[src/design/pdr_pkg.sv]
// Shared types, widths, codes and reset values of the PID damper regulator.
package pdr_pkg;

  localparam int HISTORY_DEPTH_DEF = 6;
  localparam int INTEGRAL_BITS_DEF = 32;

  localparam logic [1:0] REQ_REGULATE   = 2'd0;
  localparam logic [1:0] REQ_SET_TEMP   = 2'd1;
  localparam logic [1:0] REQ_SET_DAMPER = 2'd2;
  localparam logic [1:0] REQ_SERVO      = 2'd3;

  localparam int CFG_IDX_W  = 3;
  localparam int CFG_DATA_W = 31;

  localparam logic [CFG_IDX_W-1:0] REG_GAIN_PROP   = 3'd0;
  localparam logic [CFG_IDX_W-1:0] REG_GAIN_INTEG  = 3'd1;
  localparam logic [CFG_IDX_W-1:0] REG_GAIN_DERIV  = 3'd2;
  localparam logic [CFG_IDX_W-1:0] REG_END_TRIGGER = 3'd3;
  localparam logic [CFG_IDX_W-1:0] REG_DAMPER_MIN  = 3'd4;
  localparam logic [CFG_IDX_W-1:0] REG_DAMPER_MAX  = 3'd5;
  localparam logic [CFG_IDX_W-1:0] REG_SERVO_SPAN  = 3'd6;
  localparam logic [CFG_IDX_W-1:0] REG_SERVO_BIAS  = 3'd7;

  localparam int REQ_W      = 2;
  localparam int GAIN_W     = 24;
  localparam int TRIG_W     = 31;
  localparam int DMP_W      = 8;
  localparam int SPAN_W     = 9;
  localparam int BIAS_W     = 9;
  localparam int TEMP_W     = 11;
  localparam int ERR_W      = 13;
  localparam int DERIV_W    = 14;
  localparam int ANGLE_W    = 10;
  localparam int HIST_SUM_W = 13;

  localparam int MUL_A_W    = 25;
  localparam int MUL_B_W    = 21;
  localparam int PROD_W     = MUL_A_W + MUL_B_W;
  localparam int ACC_W      = 64;
  localparam int OPND_W     = 40;
  localparam int SPLIT_BITS = 20;
  localparam int FRAC_BITS  = 16;
  localparam int SCALED_W   = ACC_W - FRAC_BITS;
  localparam int IVAL_LIM_LOG2 = 38;
  localparam int PID_STEPS  = 6;
  localparam int ANG_STEPS  = 2;
  localparam int STEP_W     = 3;

  localparam int NUM_W = 19;
  localparam int QUO_W = 18;
  localparam logic signed [NUM_W-1:0] ANG_HI = 19'sd511;
  localparam logic signed [NUM_W-1:0] ANG_LO = -19'sd512;

  localparam logic [GAIN_W-1:0] GAIN_PROP_RST   = 24'd327680;
  localparam logic [GAIN_W-1:0] GAIN_INTEG_RST  = 24'd328;
  localparam logic [GAIN_W-1:0] GAIN_DERIV_RST  = 24'd65536;
  localparam logic [TRIG_W-1:0] END_TRIGGER_RST = 31'd25000;
  localparam logic [DMP_W-1:0]  DAMPER_MIN_RST  = 8'd0;
  localparam logic [DMP_W-1:0]  DAMPER_MAX_RST  = 8'd100;
  localparam logic [SPAN_W-1:0] SERVO_SPAN_RST  = 9'd100;
  localparam logic signed [BIAS_W-1:0] SERVO_BIAS_RST = -9'sd20;
  localparam logic [TEMP_W-1:0] TARGET_TEMP_RST = 11'd275;

  typedef struct packed {
    logic vld;
    logic clr;
    logic hi;
  } mac_ctl_t;

endpackage

[src/design/pdr_mac.sv]
// Shared signed multiplier with product register and accumulator.
module pdr_mac (
  input  logic                                   clk_i,
  input  logic                                   rst_ni,
  input  pdr_pkg::mac_ctl_t                      ctl_i,
  input  logic signed [pdr_pkg::MUL_A_W-1:0]     a_i,
  input  logic signed [pdr_pkg::MUL_B_W-1:0]     b_i,
  output logic signed [pdr_pkg::ACC_W-1:0]       acc_o
);
  import pdr_pkg::*;

  logic signed [PROD_W-1:0] prod_d, prod_q;
  logic                     vld_q, hi_q;
  logic signed [ACC_W-1:0]  addend, acc_q;

  assign prod_d = a_i * b_i;

  always_comb begin
    addend = '0;
    if (vld_q) begin
      addend = hi_q ? (ACC_W'(prod_q) <<< SPLIT_BITS) : ACC_W'(prod_q);
    end
  end

  always_ff @(posedge clk_i or negedge rst_ni) begin
    if (!rst_ni) begin
      vld_q <= 1'b0;
      hi_q  <= 1'b0;
    end else begin
      vld_q <= ctl_i.vld;
      hi_q  <= ctl_i.hi;
    end
  end

  always_ff @(posedge clk_i) begin
    prod_q <= prod_d;
    acc_q  <= ctl_i.clr ? '0 : acc_q + addend;
  end

  assign acc_o = acc_q;

endmodule

[config.mk]
export PLATFORM = sky130hd
export DESIGN_NAME = pdr_mac
export DESIGN_NICKNAME = d
export VERILOG_FILES = /design/src/design/pdr_pkg.sv /design/src/design/pdr_mac.sv
export SDC_FILE = /design/constraint.sdc
export NUM_CORES = 2
export LEC_CHECK = 0
export BUFFER_PORTS_ARGS = -buffer_cell sky130_fd_sc_hd__buf_2
export CAP_MARGIN = 20
export CORE_MARGIN = 3
export CORE_UTILIZATION = 55
export DETAILED_ROUTE_END_ITERATION = 8
export PLACE_DENSITY = 0.73
export SYNTH_ARGS = -nofsm -noshare
export SYNTH_HDL_FRONTEND = slang
export SYNTH_SLANG_ARGS = --single-unit
[constraint.sdc]
create_clock -name clk_i -period 4.7 [get_ports clk_i]
set_input_delay 0.705 -clock clk_i [delete_from_list [all_inputs] [get_ports clk_i]]
set_output_delay 0.705 -clock clk_i [all_outputs]
set_load 0.005 [all_outputs]
==> impl_metrics.py <==
metrics = {
    "drt": {
        "initialDrtViolationCount": 1784,
        "viasPerCell": 5.526,
        "drc": 0,
        "routed_wirelength_um": 76130,
        "wl_per_cell_um": 19.04,
        "ant_nets": 0,
        "vias": 22090,
        "drtPass1Iterations": 6,
    },
    "clocking": {
        "cts_num_sinks": 112,
        "clk_pin_slew_ns": 0.08,
        "hold_buffers": 0,
        "cts.path.max_buffers": 2,
        "cts_tree": "done",
        "htree_levels": 3,
        "cts-root-buf": "clkbuf_16",
        "clkLatencyLatePin_ns": 0.37,
        "cts_made_buffers": 9,
    },
    "placed_design": {
        "dp_hpwl_um": 61890,
        "place.gp.congestion": 0.9720,
        "place_ws_ns": -2.496,
        "port_buffers": 114,
    },
    "job": {
        "drv_cap": 0,
    },
    "synthesis": {
        "syn-num-nets": 3824,
        "netlist_area_sq_um": 26410,
        "async_reset_ff_share_pct": 1.786,
        "synth.area.top_cells": "fa_1, inv_1, ha_1",
        "synth_top_cell_by_area": "fa_1",
        "synth.avg_cell_area_sq_um": 8.646,
        "synth_common_cells": "inv_1, fa_1, nand2_1",
        "postSynthCellCount": 3055,
        "synth_edf_count": 0,
        "synth_top_area_share_pct": 40.62,
        "ys_ff_latch": 112,
        "synth.yosys.seq_area_share_pct": 8.526,
        "synth_most_common_cell": "inv_1",
        "synth_ff_type": "dfxtp_1",
        "yosysUniqueCellTypes": 72,
        "yosysWarnings": 0,
    },
    "timing": {
        "layout_min_cycle_time_ns": 6.749,
        "hold_viol": 0,
        "final_max_slew_viol_count": 0,
        "setup_viol": 37,
        "maxSlewHeadroom_pct": 33.60,
        "worstMarginPinSlew_ns": 0.9960,
        "finalCritPeriodShare_pct": 143.6,
        "fmax_ghz": 0.1482,
        "rsz0062_at_grt": "true",
        "setup_ws_ns": -2.049,
        "finalClockSkew_ns": 0.01136,
    },
    "worst_setup_path": {
        "path_max_fanout": 5,
        "critPathLaunchType": "primary input",
        "cp-end-kind": "register",
        "worstPathArrival_ns": 6.99,
        "r2r_end": "acc_o[57]",
        "r2r-start": "hi_q",
        "rrSetupSlack_ns": 0.43,
        "critPathRequiredTime_ns": 4.94,
        "crit_type": "primary input to register",
        "reg2regPathDepth": 10,
    },
    "finish": {
        "drive_gt1_share_pct": 21.91,
        "num-fill-cells": 3481,
        "multiInputGateArea_sq_um": 22360,
        "nets": 4155,
        "seq_area_sq_um": 2253,
        "diodes": 0,
        "synthToLayoutAreaGrowth_pct": 22.17,
    },
    "global_routing": {
        "grtUsageTotal_pct": 29.78,
        "grt_pass1_wl_um": 120000,
        "grt_max_degree": 51,
        "grt_pass1_vias": 23100,
        "antenna_found_initial": 0,
        "overflow": 0,
    },
    "floorplanning": {
        "core_sq_um": 46950,
        "die_w_um": 225.1,
        "ios": 115,
        "die-area_sq_um": 50690,
        "start_util_pct": 56.26,
        "rows": 79,
        "chipHeight_um": 225.1,
    },
    "outcome": {
        "status": "finished with violations",
        "violations": "setup timing",
    },
    "min_path": {
        "hp-class": "primary input to asynchronous set/reset pin",
    },
}
-- repair_timing --
item,4_1_cts,5_1_grt
gates cloned,6,0
resized for setup,232,143
pin swaps,108,110
endpoints found under the setup margin,39,38
setup buffers,42,35
-- per-layer routing --
layer / wire length (um) / global-route usage [%]
met1: 31950 / 40.78
met3: 4841 / 3.256
met2: 36220 / 50.04
met4: 3124 / 9.738
met5: 0 / 0
-- metrics by stage --
stage	setup TNS, ns	area (sq um)	instances	hold WS (ns)	util [%]
after global routing	-60.02	32270	3998	0.09795	68.73
after detailed placement	-71.76	29840	3918	0.4934	63.57
after floorplan	-48.24	27100	3055	0.4094	-
after CTS	-50.61	31470	3979	0.09891	67.03
after global placement	-67.64	29840	3918	0.4886	63.57
final	-56.77	32270	3998	0.1024	68.73
-- how the worst max path moves through the flow --
stage                     startpoint          to  depth (start not counted)
final                         b_i[6]  prod_q[43]                         25
after global routing          b_i[6]  prod_q[43]                         25
after CTS                    a_i[15]  prod_q[43]                         23
after detailed placement      a_i[6]  prod_q[43]                         23
after global placement        a_i[8]  prod_q[43]                         21
after floorplan              a_i[24]  prod_q[43]                         25
-- area by class of cell --
cell class	count	share of cell area, %
multi-input combinational	2153	69.29
clock inverter	6	0.3024
clock buffer	10	0.7406
tap	607	2.354
inverter	641	7.479
timing repair buffer	469	12.85
sequential	112	6.983
-- cells by family (layout without fill, tap and decap cells) --
family	Yosys count	count (layout)	synth area share, %
flip-flops	112	112	8.526
multiplexers	36	36	1.416
XOR/XNOR	94	94	3.117
buffers and inverters	790	1126	11.25
AND/OR/NAND/NOR	920	920	16.90
AO/OA/AOI/OAI	385	385	9.545
adder cells (fa/ha/maj)	718	718	49.24
-- worst max-delay path: stages --
cell and delay [ns]:
buf_12 0.12, buf_16 0.14, and2_4 0.14, fa_2 0.41, fa_1 0.59, inv_2 0.06
fa_1 0.48, inv_1 0.05, fa_1 0.50, inv_1 0.07, fa_1 0.49, inv_1 0.06
fa_1 0.50, inv_2 0.04, fa_1 0.52, inv_2 0.05, ha_4 0.28, a21oi_2 0.06
o21a_1 0.22, a211oi_2 0.34, a22oi_2 0.14, o31ai_4 0.30, a221oi_2 0.11, o2111ai_1 0.17
or4b_1 0.43
-- flip-flops by register name, indices dropped and copies added (netlist names) --
| signal | cells |
|---|---|
| vld_q | 1 |
| hi_q | 1 |
| acc_o | 64 |
| prod_q | 46 |
-- cells in the final DEF (no fill, tap or decap), types with 43 or more instances in the layout --
cell type	count
fa_1	503
and2_1	194
a21o_1	79
inv_1	603
ha_1	148
a21oi_1	97
buf_2	74
buf_6	75
nor2_1	118
buf_4	275
nor2b_1	43
nand2_1	373
xnor2_1	53
dfxtp_1	110
Power is left out: the tool's default activity adds up to more than one toggle a clock period on the data nets, which glitch-free logic cannot reach.
