$ cat src/design/pdr_pkg.sv
// Shared types, widths, codes and reset values of the PID damper regulator.
package pdr_pkg;

  localparam int HISTORY_DEPTH_DEF = 6;
  localparam int INTEGRAL_BITS_DEF = 32;

  localparam logic [1:0] REQ_REGULATE   = 2'd0;
  localparam logic [1:0] REQ_SET_TEMP   = 2'd1;
  localparam logic [1:0] REQ_SET_DAMPER = 2'd2;
  localparam logic [1:0] REQ_SERVO      = 2'd3;

  localparam int CFG_IDX_W  = 3;
  localparam int CFG_DATA_W = 31;

  localparam logic [CFG_IDX_W-1:0] REG_GAIN_PROP   = 3'd0;
  localparam logic [CFG_IDX_W-1:0] REG_GAIN_INTEG  = 3'd1;
  localparam logic [CFG_IDX_W-1:0] REG_GAIN_DERIV  = 3'd2;
  localparam logic [CFG_IDX_W-1:0] REG_END_TRIGGER = 3'd3;
  localparam logic [CFG_IDX_W-1:0] REG_DAMPER_MIN  = 3'd4;
  localparam logic [CFG_IDX_W-1:0] REG_DAMPER_MAX  = 3'd5;
  localparam logic [CFG_IDX_W-1:0] REG_SERVO_SPAN  = 3'd6;
  localparam logic [CFG_IDX_W-1:0] REG_SERVO_BIAS  = 3'd7;

  localparam int REQ_W      = 2;
  localparam int GAIN_W     = 24;
  localparam int TRIG_W     = 31;
  localparam int DMP_W      = 8;
  localparam int SPAN_W     = 9;
  localparam int BIAS_W     = 9;
  localparam int TEMP_W     = 11;
  localparam int ERR_W      = 13;
  localparam int DERIV_W    = 14;
  localparam int ANGLE_W    = 10;
  localparam int HIST_SUM_W = 13;

  localparam int MUL_A_W    = 25;
  localparam int MUL_B_W    = 21;
  localparam int PROD_W     = MUL_A_W + MUL_B_W;
  localparam int ACC_W      = 64;
  localparam int OPND_W     = 40;
  localparam int SPLIT_BITS = 20;
  localparam int FRAC_BITS  = 16;
  localparam int SCALED_W   = ACC_W - FRAC_BITS;
  localparam int IVAL_LIM_LOG2 = 38;
  localparam int PID_STEPS  = 6;
  localparam int ANG_STEPS  = 2;
  localparam int STEP_W     = 3;

  localparam int NUM_W = 19;
  localparam int QUO_W = 18;
  localparam logic signed [NUM_W-1:0] ANG_HI = 19'sd511;
  localparam logic signed [NUM_W-1:0] ANG_LO = -19'sd512;

  localparam logic [GAIN_W-1:0] GAIN_PROP_RST   = 24'd327680;
  localparam logic [GAIN_W-1:0] GAIN_INTEG_RST  = 24'd328;
  localparam logic [GAIN_W-1:0] GAIN_DERIV_RST  = 24'd65536;
  localparam logic [TRIG_W-1:0] END_TRIGGER_RST = 31'd25000;
  localparam logic [DMP_W-1:0]  DAMPER_MIN_RST  = 8'd0;
  localparam logic [DMP_W-1:0]  DAMPER_MAX_RST  = 8'd100;
  localparam logic [SPAN_W-1:0] SERVO_SPAN_RST  = 9'd100;
  localparam logic signed [BIAS_W-1:0] SERVO_BIAS_RST = -9'sd20;
  localparam logic [TEMP_W-1:0] TARGET_TEMP_RST = 11'd275;

  typedef struct packed {
    logic vld;
    logic clr;
    logic hi;
  } mac_ctl_t;

endpackage

$ cat src/design/pdr_hist.sv
// Temperature history shift line and rising-trend compare.
module pdr_hist #(
  parameter int DEPTH = pdr_pkg::HISTORY_DEPTH_DEF
) (
  input  logic                         clk_i,
  input  logic                         rst_ni,
  input  logic                         push_i,
  input  logic [pdr_pkg::TEMP_W-1:0]   temp_i,
  output logic                         rising_o
);
  import pdr_pkg::*;

  localparam int K = (DEPTH < 3) ? DEPTH : 3;

  logic [TEMP_W-1:0]     hist_q [DEPTH];
  logic [HIST_SUM_W-1:0] newest, oldest;

  always_ff @(posedge clk_i or negedge rst_ni) begin
    if (!rst_ni) begin
      for (int i = 0; i < DEPTH; i++) hist_q[i] <= '0;
    end else if (push_i) begin
      hist_q[0] <= temp_i;
      for (int i = 1; i < DEPTH; i++) hist_q[i] <= hist_q[i-1];
    end
  end

  always_comb begin
    newest = '0;
    oldest = '0;
    for (int i = 0; i < K; i++) begin
      newest = newest + HIST_SUM_W'(hist_q[i]);
      oldest = oldest + HIST_SUM_W'(hist_q[DEPTH-1-i]);
    end
  end

  assign rising_o = newest > oldest;

endmodule

$ cat config.mk
export PLATFORM = sky130hd
export DESIGN_NAME = pdr_hist
export DESIGN_NICKNAME = d
export VERILOG_FILES = /design/src/design/pdr_pkg.sv /design/src/design/pdr_hist.sv
export SDC_FILE = /design/constraint.sdc
export NUM_CORES = 1
export LEC_CHECK = 0
export BUFFER_PORTS_ARGS = -buffer_cell sky130_fd_sc_hd__buf_4
export CAP_MARGIN = 5
export CELL_PAD_IN_SITES_DETAIL_PLACEMENT = 0
export CELL_PAD_IN_SITES_GLOBAL_PLACEMENT = 1
export CORE_ASPECT_RATIO = 1.5
export CORE_UTILIZATION = 48
export CTS_BUF_LIST = sky130_fd_sc_hd__clkbuf_4 sky130_fd_sc_hd__clkbuf_8
export DETAILED_ROUTE_END_ITERATION = 10
export PLACE_DENSITY_LB_ADDON = 0.1
export SLEW_MARGIN = 20
export SYNTH_ARGS = -nofsm -noshare
export SYNTH_HDL_FRONTEND = slang
export SYNTH_SLANG_ARGS = --single-unit
$ cat constraint.sdc
create_clock -name clk_i -period 4.2 [get_ports clk_i]
set_input_delay 0.63 -clock clk_i [delete_from_list [all_inputs] [get_ports clk_i]]
set_output_delay 0.63 -clock clk_i [all_outputs]
set_load 0.05 [all_outputs]
==> impl_results.rst <==
.. list-table::
   :header-rows: 1

   * - Metric
     - Value
   * - Outcome
     - finished with violations
   * - Failing checks
     - negative setup slack
   * - Ys Warns
     - 0
   * - Detail-routed via count per cell
     - 5.29
   * - Maximum root-to-sink buffer count
     - 2
   * - Most frequent cells in the layout
     - dfrtp_1, mux2_2, buf_4
   * - Filler cell count
     - 695
   * - Number of enable-type register cells in the synthesized netlist
     - 0
   * - Register clock-pin slew on the reported worst setup and hold paths
     - 70 ps
   * - Worst setup path category
     - reg2out
   * - Startpoint of the lowest-slack register-to-register path
     - hist_q[26]
   * - Top fanout value on the critical path
     - 3
   * - Count of routing violations after the opening detailed-route iteration
     - 55
   * - Crit. End Element
     - output port
   * - Tmin final
     - 4590 ps
   * - Worst slew margin
     - 43.9%
   * - DRC
     - 0
   * - Cell chosen for the clock root
     - clkbuf_8
   * - Sequential area share after synthesis
     - 40.8%
   * - Maximum clock frequency
     - 218 MHz
   * - Routability congestion estimate
     - 0.801
   * - Cell Area, Synth
     - 4050 um^2
   * - WL per Instance
     - 15.4 um
   * - GRT Overall Usage
     - 19.2%
   * - Number of synthesized register bits
     - 66
   * - Critical path data arrival time
     - 3960 ps
   * - Area of the placeable core
     - 8110 um^2
   * - Worst clock skew
     - 5.91 ps
   * - Setup violation total in the final timing report
     - 1
   * - Least setup slack across all paths after layout
     - -387 ps
   * - Number of cells produced by synthesis
     - 322
   * - Antenna cell count
     - 0
   * - Total grt overflow
     - 0
   * - Detailed Route WL
     - 7.25 mm
   * - Worst Hold Class
     - in2async
   * - Commonest non-fill, non-tap cell in the layout
     - dfrtp_1
   * - Register-to-register setup slack
     - 3270 ps
   * - Via count of the first global-routing pass
     - 2,735
   * - Max-cap viol count
     - 0
   * - Later-pin clock latency in the skew report
     - 350 ps
   * - Area growth from synthesis to layout
     - 16.9%
   * - Max-slew violation total from the final report
     - 0
   * - HPWL after detailed placement
     - 5.35 mm
   * - Antenna violations before repair
     - 0
   * - Endpoints failing hold
     - 0
   * - # port buffers
     - 14
   * - Number of detailed-route iterations in the first pass
     - 4
   * - Slew @ Worst Pin
     - 842 ps
   * - Clock net sink count
     - 66
   * - Synth cell types
     - 38
   * - Kind of start point of the critical path
     - register
   * - Final worst hold slack
     - 387 ps
   * - Remaining antenna violation count
     - 0
   * - Average instance area after synthesis
     - 12.6 um^2
   * - Worst-case setup slack after placement
     - -292 ps
   * - Wire length of the first global-routing pass
     - 12.8 mm
   * - FP Rows
     - 40
   * - CP required
     - 3570 ps
   * - Most flops, register
     - hist_q
   * - Final worst-path cycle share
     - 109%
   * - Most common flop cell mapped by yosys
     - dfrtp_1
   * - H-tree depth reported by CTS
     - 3
   * - Fraction of final layout cells sized beyond drive strength 1
     - 34.4%
   * - Number of nets in the final layout
     - 432
   * - Vertical die dimension
     - 114 um
   * - DIE AREA
     - 8810 um^2
   * - CTS tree
     - done
   * - Number of vias after detailed routing
     - 2,490
   * - Depth of the worst register-to-register path
     - 2
   * - Largest registers in the final layout
     - hist_q x66
   * - Total nets after synthesis
     - 393
   * - RSZ-0062 raised after global routing
     - true
   * - Top-Level Pins
     - 15
   * - Number of buffers inserted during clock tree synthesis
     - 9
   * - Initial cell density of the core
     - 49.9%
   * - Die Width
     - 77.0 um
   * - Share of flip-flops with an asynchronous set or reset
     - 100%
   * - Max reg flops
     - 66
   * - Largest net degree at the start of global routing
     - 73
   * - Endpoint of the most critical register-to-register path
     - hist_q[15]
   * - Launching instance or port of the critical path
     - hist_q[34]
[stage by stage]
| stage | instance area, um^2 | std cells | util (%) | setup TNS (ps) |
|---|---|---|---|---|
| CTS | 4700 | 469 | 57.9 | -471 |
| floorplan | 4070 | 322 | - | 0 |
| global placement | 4400 | 451 | 54.3 | -206 |
| finish | 4730 | 471 | 58.4 | -387 |
| global route | 4730 | 471 | 58.4 | -575 |
| detailed placement | 4400 | 451 | 54.3 | -292 |
[synth_stat cells (3+ instances only)]
cell | n | area, um^2
nand3_1 | 5 | 25.0
nor2_1 | 11 | 41.3
mux2_2 | 60 | 676
inv_1 | 16 | 60.1
nor2b_1 | 4 | 25.0
dfrtp_1 | 66 | 1650
xnor2_1 | 11 | 96.3
a21o_1 | 9 | 67.6
a21oi_1 | 17 | 85.1
o21ai_0 | 12 | 60.1
and3_1 | 3 | 18.8
buf_2 | 4 | 20.0
nand2_1 | 12 | 45.0
fa_1 | 24 | 480
ha_1 | 33 | 413
xor2_1 | 7 | 61.3
[layer usage]
metal  GRT usage, %  vias up  part of all wire (%)
met5              0        -                     0
met1           21.2     1238                    40
met2           35.0       20                    55
met3           2.47       15                   1.3
li1               -     1217                     -
met4           11.7        0                   3.1
[critical path, stage by stage (launching register included)]
cell and delay [ps]:
dfrtp_1 400, fa_1 480, ha_2 200, fa_2 340, a21o_1 230, a221oi_4 300, buf_4 160, o21bai_1 50
a21oi_1 160, xnor2_1 170, ha_1 270, and3_1 180, and4_4 160, a221oi_4 280, a21oi_4 80, buf_6 160
[how the worst max path moves through the flow]
| stage | slack [ps] | to | cells after the start |
|---|---|---|---|
| final | -390 | rising_o | 15 |
| after global routing | -570 | rising_o | 15 |
| after detailed placement | -290 | rising_o | 14 |
| after global placement | -210 | rising_o | 14 |
| after CTS | -470 | rising_o | 14 |
| after floorplan | 60 | rising_o | 13 |
[cell type report]
cell class | count | area, um^2 | share of cell area [%]
clock inverters | 5 | 100 | 2.11
flip-flops and latches | 66 | 1650 | 34.9
repair buffers | 36 | 274 | 5.79
well taps | 105 | 131 | 2.78
multi-input cells | 232 | 2360 | 50.0
inverters | 16 | 60.1 | 1.27
clock buffers | 11 | 151 | 3.20
[logic make-up after synthesis]
kind of cell | share of synthesized area, %
xor gates and xnor gates | 3.89
and+or+nand+nor | 5.75
AOI/OAI and AO/OA | 8.47
buffers and inverters | 2.35
DFF | 40.8
muxes | 16.7
adders and majority gates | 22.1
[timing repair]
item	4_1_cts	5_1_grt
pin swaps	15	12
setup endpoints to repair	1	1
setup buffers	2	2
hold buffers	0	0
resized for setup	7	4
Power is left out: the tool's default activity adds up to more than one toggle a clock period on the data nets, which glitch-free logic cannot reach.
