## src/design/pdr_pkg.sv

```systemverilog
// Shared types, widths, codes and reset values of the PID damper regulator.
package pdr_pkg;

  localparam int HISTORY_DEPTH_DEF = 6;
  localparam int INTEGRAL_BITS_DEF = 32;

  localparam logic [1:0] REQ_REGULATE   = 2'd0;
  localparam logic [1:0] REQ_SET_TEMP   = 2'd1;
  localparam logic [1:0] REQ_SET_DAMPER = 2'd2;
  localparam logic [1:0] REQ_SERVO      = 2'd3;

  localparam int CFG_IDX_W  = 3;
  localparam int CFG_DATA_W = 31;

  localparam logic [CFG_IDX_W-1:0] REG_GAIN_PROP   = 3'd0;
  localparam logic [CFG_IDX_W-1:0] REG_GAIN_INTEG  = 3'd1;
  localparam logic [CFG_IDX_W-1:0] REG_GAIN_DERIV  = 3'd2;
  localparam logic [CFG_IDX_W-1:0] REG_END_TRIGGER = 3'd3;
  localparam logic [CFG_IDX_W-1:0] REG_DAMPER_MIN  = 3'd4;
  localparam logic [CFG_IDX_W-1:0] REG_DAMPER_MAX  = 3'd5;
  localparam logic [CFG_IDX_W-1:0] REG_SERVO_SPAN  = 3'd6;
  localparam logic [CFG_IDX_W-1:0] REG_SERVO_BIAS  = 3'd7;

  localparam int REQ_W      = 2;
  localparam int GAIN_W     = 24;
  localparam int TRIG_W     = 31;
  localparam int DMP_W      = 8;
  localparam int SPAN_W     = 9;
  localparam int BIAS_W     = 9;
  localparam int TEMP_W     = 11;
  localparam int ERR_W      = 13;
  localparam int DERIV_W    = 14;
  localparam int ANGLE_W    = 10;
  localparam int HIST_SUM_W = 13;

  localparam int MUL_A_W    = 25;
  localparam int MUL_B_W    = 21;
  localparam int PROD_W     = MUL_A_W + MUL_B_W;
  localparam int ACC_W      = 64;
  localparam int OPND_W     = 40;
  localparam int SPLIT_BITS = 20;
  localparam int FRAC_BITS  = 16;
  localparam int SCALED_W   = ACC_W - FRAC_BITS;
  localparam int IVAL_LIM_LOG2 = 38;
  localparam int PID_STEPS  = 6;
  localparam int ANG_STEPS  = 2;
  localparam int STEP_W     = 3;

  localparam int NUM_W = 19;
  localparam int QUO_W = 18;
  localparam logic signed [NUM_W-1:0] ANG_HI = 19'sd511;
  localparam logic signed [NUM_W-1:0] ANG_LO = -19'sd512;

  localparam logic [GAIN_W-1:0] GAIN_PROP_RST   = 24'd327680;
  localparam logic [GAIN_W-1:0] GAIN_INTEG_RST  = 24'd328;
  localparam logic [GAIN_W-1:0] GAIN_DERIV_RST  = 24'd65536;
  localparam logic [TRIG_W-1:0] END_TRIGGER_RST = 31'd25000;
  localparam logic [DMP_W-1:0]  DAMPER_MIN_RST  = 8'd0;
  localparam logic [DMP_W-1:0]  DAMPER_MAX_RST  = 8'd100;
  localparam logic [SPAN_W-1:0] SERVO_SPAN_RST  = 9'd100;
  localparam logic signed [BIAS_W-1:0] SERVO_BIAS_RST = -9'sd20;
  localparam logic [TEMP_W-1:0] TARGET_TEMP_RST = 11'd275;

  typedef struct packed {
    logic vld;
    logic clr;
    logic hi;
  } mac_ctl_t;

endpackage

```

## src/design/pdr_div.sv

```systemverilog
// Restoring serial divider, one quotient bit per cycle.
module pdr_div (
  input  logic                        clk_i,
  input  logic                        rst_ni,
  input  logic                        start_i,
  input  logic [pdr_pkg::QUO_W-1:0]   dividend_i,
  input  logic [pdr_pkg::DMP_W-1:0]   divisor_i,
  output logic                        done_o,
  output logic [pdr_pkg::QUO_W-1:0]   quotient_o
);
  import pdr_pkg::*;

  localparam int DCNT_W = $clog2(QUO_W + 1);

  logic [QUO_W-1:0]  quo_q;
  logic [DMP_W-1:0]  rem_q, dvs_q;
  logic [DCNT_W-1:0] cnt_q;
  logic              busy_q, done_q;
  logic [DMP_W:0]    shifted, trial;
  logic              fits;

  assign shifted = {rem_q, quo_q[QUO_W-1]};
  assign trial   = shifted - {1'b0, dvs_q};
  assign fits    = shifted >= {1'b0, dvs_q};

  always_ff @(posedge clk_i or negedge rst_ni) begin
    if (!rst_ni) begin
      busy_q <= 1'b0;
      done_q <= 1'b0;
      cnt_q  <= '0;
    end else begin
      done_q <= 1'b0;
      if (start_i) begin
        busy_q <= 1'b1;
        cnt_q  <= DCNT_W'(QUO_W);
      end else if (busy_q) begin
        cnt_q <= cnt_q - 1'b1;
        if (cnt_q == DCNT_W'(1)) begin
          busy_q <= 1'b0;
          done_q <= 1'b1;
        end
      end
    end
  end

  always_ff @(posedge clk_i) begin
    if (start_i) begin
      quo_q <= dividend_i;
      rem_q <= '0;
      dvs_q <= divisor_i;
    end else if (busy_q) begin
      rem_q <= fits ? trial[DMP_W-1:0] : shifted[DMP_W-1:0];
      quo_q <= {quo_q[QUO_W-2:0], fits};
    end
  end

  assign done_o     = done_q;
  assign quotient_o = quo_q;

endmodule

```

## config.mk

```make
export PLATFORM = sky130hd
export DESIGN_NAME = pdr_div
export DESIGN_NICKNAME = d
export VERILOG_FILES = /design/src/design/pdr_pkg.sv /design/src/design/pdr_div.sv
export SDC_FILE = /design/constraint.sdc
export NUM_CORES = 1
export LEC_CHECK = 0
export ABC_AREA = 1
export BUFFER_PORTS_ARGS = -buffer_cell sky130_fd_sc_hd__buf_4
export CORE_MARGIN = 2
export CORE_UTILIZATION = 39
export CTS_BUF_LIST = sky130_fd_sc_hd__clkbuf_2 sky130_fd_sc_hd__clkbuf_4 sky130_fd_sc_hd__clkbuf_8
export DETAILED_ROUTE_END_ITERATION = 8
export HOLD_SLACK_MARGIN = 0.05
export PLACE_DENSITY = 0.67
export SLEW_MARGIN = 30
export SYNTH_ARGS = -nofsm -noshare
export SYNTH_HDL_FRONTEND = slang
export SYNTH_SLANG_ARGS = --single-unit
```

## constraint.sdc

```tcl
create_clock -name clk_i -period 3.6 [get_ports clk_i]
set_clock_uncertainty 0.15 [all_clocks]
set_input_delay 0.18 -clock clk_i [delete_from_list [all_inputs] [get_ports clk_i]]
set_output_delay 0.18 -clock clk_i [all_outputs]
set_load 0.005 [all_outputs]
```

==> results of run 1 <==
==> power breakdown <==
part	switching [uW]	total, uW	internal [uW]
logic	316	576	260
registers	55.6	637	581
clock network	158	331	173
total	530	1540	1010
==> registers in the layout, indices dropped and copies added (netlist names) <==
name and count:
busy_q 1, cnt_q 5, done_o 1, dvs_q 8, quotient_o 18, rem_q 8
==> worst min-delay path by stage <==
stage            from       end  slack [ns]  cells after the start
3_5_place_dp   rst_ni  cnt_q[3]       -0.15                      1
6_report       rst_ni  cnt_q[3]        0.08                      2
3_3_place_gp   rst_ni  cnt_q[4]       -0.15                      1
2_1_floorplan  rst_ni    busy_q       -0.27                      0
4_1_cts        rst_ni  cnt_q[4]        0.07                      2
5_1_grt        rst_ni  cnt_q[4]        0.09                      2
==> layout make-up <==
| cell class | instances | area, um2 | area share |
|---|---|---|---|
| clock buffer | 7 | 96.34 | 0.03270 |
| clock inverter | 1 | 5.005 | 0.001699 |
| inverter | 30 | 112.6 | 0.03822 |
| multi-input combinational | 173 | 905.9 | 0.3074 |
| sequential | 41 | 1116 | 0.3788 |
| tap | 72 | 90.09 | 0.03057 |
| timing repair buffer | 74 | 620.6 | 0.2106 |
==> metrics by stage <==
stage | area, um2 | power [uW]
after global placement | 2585 | 1194
after CTS | 2947 | 1552
after detailed placement | 2585 | 1197
after global routing | 2947 | 1669
final | 2947 | 1544
after floorplan | 2156 | 1035
==> synthesized netlist by cell type (all sizes together) <==
library cell,n
clkbuf,3
nand4,2
fa,1
a31oi,1
xor2,2
buf,2
dfrtp,7
ha,10
dfxtp,8
or2,1
a21oi,6
edfxtp,26
nand3b,7
a22oi,1
nor3,1
nor2,12
o21ai,4
nand2,105
nand3,19
clkinv,1
inv,29
xnor2,1
==> what timing repair did <==
action                                  in CTS  in global routing
hold endpoints to repair                    32                  0
hold buffers                                26                  0
gates resized for setup                      0                  0
endpoints found under the setup margin       0                  0
==> per-layer routing <==
metal  up-vias  wire, um  share of wire
li1        946         -              -
met2        52      2150           0.46
met1       835      2257           0.48
met5         -         0              0
met3         6       236          0.050
met4         0        66          0.014
==> cells by family (layout without fill, tap and decap cells) <==
logic type,count (synthesis),count (layout),synth area share
flip-flops,41,41,0.5177
adder cells (fa/ha/maj),11,11,0.06732
AO/OA/AOI/OAI,12,12,0.03483
AND/OR/NAND/NOR,147,147,0.3059
XOR/XNOR,3,3,0.01219
buffers and inverters,35,112,0.06210
==> metrics.csv, run 1 <==
metric;value;unit
outcome;complete, no violations;
fin_cells;398;
worst-slew-pin-transition;0.7363;ns
area_growth_syn_to_layout;36.68;%
critical_path.reg2reg.startpoint;quotient_o[17];
globalRoute.totalOverflow;0;
start_util;0.3988;
power.density;523.9;nW/um2
critical_path_buf_inv_count;2;
average_via_count_per_standard_cell;4.621;
max_cap_viol_count;0;
count_of_input_and_output_buffers;47;
grt.met2_usage;0.2776;
setup-tns-final;0;ns
nets;365;
coreArea;5405;um2
dpl.hpwl;3320;um
r2r_worst_path_depth;11;
initial_drc_count;69;
synth_area_per_cell;8.658;um2
critical_path.top_delay_family;adder cells;
ys_ff_latch;41;
die_width;78.35;um
antennaDiodeCount;0;
worstPathArrival;1.85;ns
h-tree-depth;2;
reg2reg_slack;1.79;ns
cell_count_after_synthesis;249;
grt_busiest_layer;met2;
final_core_utilization;0.5451;
cts_setup_buffers;0;
cts_tree;built;
top_cell_type_by_total_area_after_synthesis;edfxtp_1;
cts.sinks;41;
postRouteWirelength;4712;um
critPathKind;flop to flop;
yosysTopAreaCellShare;0.3622;
post-route-period-util;0.5041;
crit_top_cell;nand2_1;
grtUsageMet3;0.03218;
drc_errors;0;
timing_hold_violations_final;0;
yosys.cell_types.count;29;
crit_end;rem_q[6];
synth_nets;289;
cp.depth;11;
yosys_warnings;0;
ctsLongestPathBuffers;2;
power.leakage;0.001495;uW
cts-buffers-inserted;5;
cp.required;3.64;ns
hp-class;input port to async pin;
worstReg2RegEnd;rem_q[6];
via_count_of_the_first_global_routing_pass;1805;
std_cell_rows;27;
detail_route.wl_per_cell;11.84;um
setup_viol;0;
dr_total_vias;1839;
vdd.ir_drop.worst;0.2592;mV
synth-seq-area-share;0.5177;
grt_antenna_before_repair;0;
critical_path_peak_fanout;2;
finalMaxSlewViolations;0;
floorplan.die.height;78.35;um
preCtsSetupSlack;1.799;ns
antenna_left;0;
worstSkewPairLatency;0.29;ns
mostFrequentLayoutCell;nand2_1;
maxClockFrequency;551.0;MHz
clk_transition_reported_paths;0.08;ns
worstSetupStartpointType;flop;
grt.total_usage;0.1707;
routabilityCongestion;0.8147;
critical-path-max-stage-delay;0.39;ns
final_layout_size_suffix_gt1_frac;0.2055;
dp.cells;364;
slew-limit-headroom;0.5086;
clock_tree.root_cell;clkbuf_8;
grt_max_degree;30;
whs;0.08351;ns
most-common-layout-cells;nand2_1 (102), buf_4 (48), inv_1 (27);
setup_ws;1.785;ns
die_area;6139;um2
critPathLaunch;quotient_o[17];
detailed_routing_iteration_count_for_the_pre_antenna_repair_pass;4;
rsz0062_at_grt;no;
netlist_top_cells_area;edfxtp_1 (36%), nand2_1 (18%), dfrtp_1 (8.1%);
setup.worst_path.end_class;flop;
slowest_stage;fa_1;
syn_area;2156;um2
grt_pass1_wl;8197;um
count_of_pins_on_the_block_boundary;48;
timing.final.crit_period;1.815;ns
number_of_filler_cells_placed_in_the_layout;502;
crit_chain;inv_1 > ha_1 > fa_1 > inv_1 > nand2_1 > nand3_1 > nand2_1 > nand2_1 > nand2_1 > nand3_1 > nand2_1;
gr-usage-met1;0.2297;
Note: power is estimated with default switching activity, not from simulation.
==> inputs of run 2 (changes only) <==
Clock period 3.6 ns to 1.85 ns, I/O delays scaled along.
==> run 2 against run 1 <==
Cell area grew 5.4%. Register-to-register slack got worse by 1.7 ns. Critical endpoint is now quotient_o[0]. Sequential cell count unchanged. Combinational power up 130%. Via count increased by 3.4%. Sequential power is 98% higher. Wire length up 10%. Critical path depth fell by 2. Cell count is 2.5% higher.
==> metrics.csv, run 2 (synthesis results as in run 1) <==
metric;value;unit
post-route-period-util;0.9468;
mostFrequentLayoutCell;nand2_1;
detailed_routing_iteration_count_for_the_pre_antenna_repair_pass;4;
power.density;1019;nW/um2
ctsLongestPathBuffers;2;
detail_route.wl_per_cell;12.71;um
globalRoute.totalOverflow;0;
timing.final.crit_period;1.752;ns
grt.met2_usage;0.3172;
worstPathArrival;1.63;ns
nets;375;
count_of_pins_on_the_block_boundary;48;
grt.total_usage;0.1798;
timing_hold_violations_final;0;
critPathKind;flop to flop;
average_via_count_per_standard_cell;4.659;
floorplan.die.height;78.35;um
std_cell_rows;27;
cts.sinks;41;
postRouteWirelength;5186;um
cp.required;1.73;ns
maxClockFrequency;570.9;MHz
coreArea;5405;um2
slew-limit-headroom;0.7674;
cts_tree;built;
critical_path_peak_fanout;10;
die_width;78.35;um
largest_register_ffs;18;
grtUsageMet3;0.04023;
final_core_utilization;0.5748;
worst-slew-pin-transition;0.3477;ns
grt_antenna_before_repair;0;
start_util;0.3988;
die_area;6139;um2
antenna_left;0;
h-tree-depth;2;
antennaDiodeCount;0;
most-common-layout-cells;nand2_1 (101), buf_4 (54), dlygate4sd3_1 (28);
gr-usage-met1;0.2198;
outcome;complete, no violations;
setup.worst_path.end_class;flop;
clk_transition_reported_paths;0.08;ns
hp-class;input port to flop;
worstSetupStartpointType;flop;
drc_errors;0;
dpl.hpwl;3433;um
power.leakage;0.001525;uW
grt_pass1_wl;8652;um
whs;0.06133;ns
setup_viol;0;
count_of_input_and_output_buffers;47;
grt_max_degree;25;
worstSkewPairLatency;0.29;ns
vdd.ir_drop.worst;0.4940;mV
area_growth_syn_to_layout;44.11;%
grt_busiest_layer;met2;
dr_total_vias;1901;
routabilityCongestion;0.8515;
initial_drc_count;98;
clock_tree.root_cell;clkbuf_8;
max_cap_viol_count;0;
finalMaxSlewViolations;0;
via_count_of_the_first_global_routing_pass;1904;
final_layout_size_suffix_gt1_frac;0.2589;
cts-buffers-inserted;5;
## run 2: final timing paths
path / from / endpoint / slack (ns) / cells after the start
min in group asynchronous: rst_ni / cnt_q[4] / 0.61 / 3
max in group asynchronous: rst_ni / cnt_q[0] / 0.69 / 3
max reg2reg: dvs_q[6] / quotient_o[0] / 0.1 / 9
max: dvs_q[6] / quotient_o[0] / 0.1 / 9
min: dividend_i[0] / quotient_o[0] / 0.06 / 3
min reg2reg: rem_q[6] / rem_q[6] / 0.34 / 2
## run 2: routing by layer
layer | up-vias | routed length, um
met4 | 0 | 57
met5 | - | 0
li1 | 971 | -
met1 | 882 | 2241
met3 | 6 | 231
met2 | 42 | 2655
## run 2: per-stage QoR
stage / cell area [um2] / worst slack [ns] / TNS [ns] / instances / total power [uW]
6_report: 3107 / 0.09848 / 0 / 408 / 3166
5_1_grt: 3107 / -0.009169 / -0.01760 / 408 / 3406
4_1_cts: 3002 / 0.02501 / 0 / 405 / 3022
3_5_place_dp: 2615 / 0.02059 / 0 / 368 / 2339
3_3_place_gp: 2615 / 0.01641 / 0 / 368 / 2330
2_1_floorplan: 2156 / 0.1171 / 0 / 249 / 2015
## run 2: area by class of cell
type                            count  area, um2
Sequential cell                    41       1116
Multi-Input combinational cell    174      996.0
Fill cell                         480       2298
Clock inverter                      3      17.52
Inverter                           30      112.6
Timing Repair Buffer               83      705.7
Clock buffer                        5      68.82
Tap cell                           72      90.09
## run 2: report_power, final
part	internal [uW]	switching [uW]	total, uW	leakage [uW]
clock network	260	317	578	0.0000439
logic	643	685	1330	0.00106
registers	1130	130	1260	0.000424
total	2030	1130	3170	0.00153
## run 2: worst max-delay path: stages (launching register included)
cell	delay [ns]
edfxtp_1	0.39
inv_2	0.08
ha_4	0.21
nand2_1	0.06
nand2_1	0.07
nand2_1	0.07
nand2_1	0.09
a21oi_4	0.14
buf_12	0.14
a31oi_1	0.09
## run 2: what timing repair did
| item | CTS | global route |
|---|---|---|
| endpoints found under the setup margin | 1 | 9 |
| gates cloned | 0 | 1 |
| pin swaps | 0 | 4 |
| endpoints found under the hold margin | 35 | 0 |
| gates resized for setup | 0 | 15 |
| hold buffers | 28 | 0 |
| setup buffers | 1 | 2 |
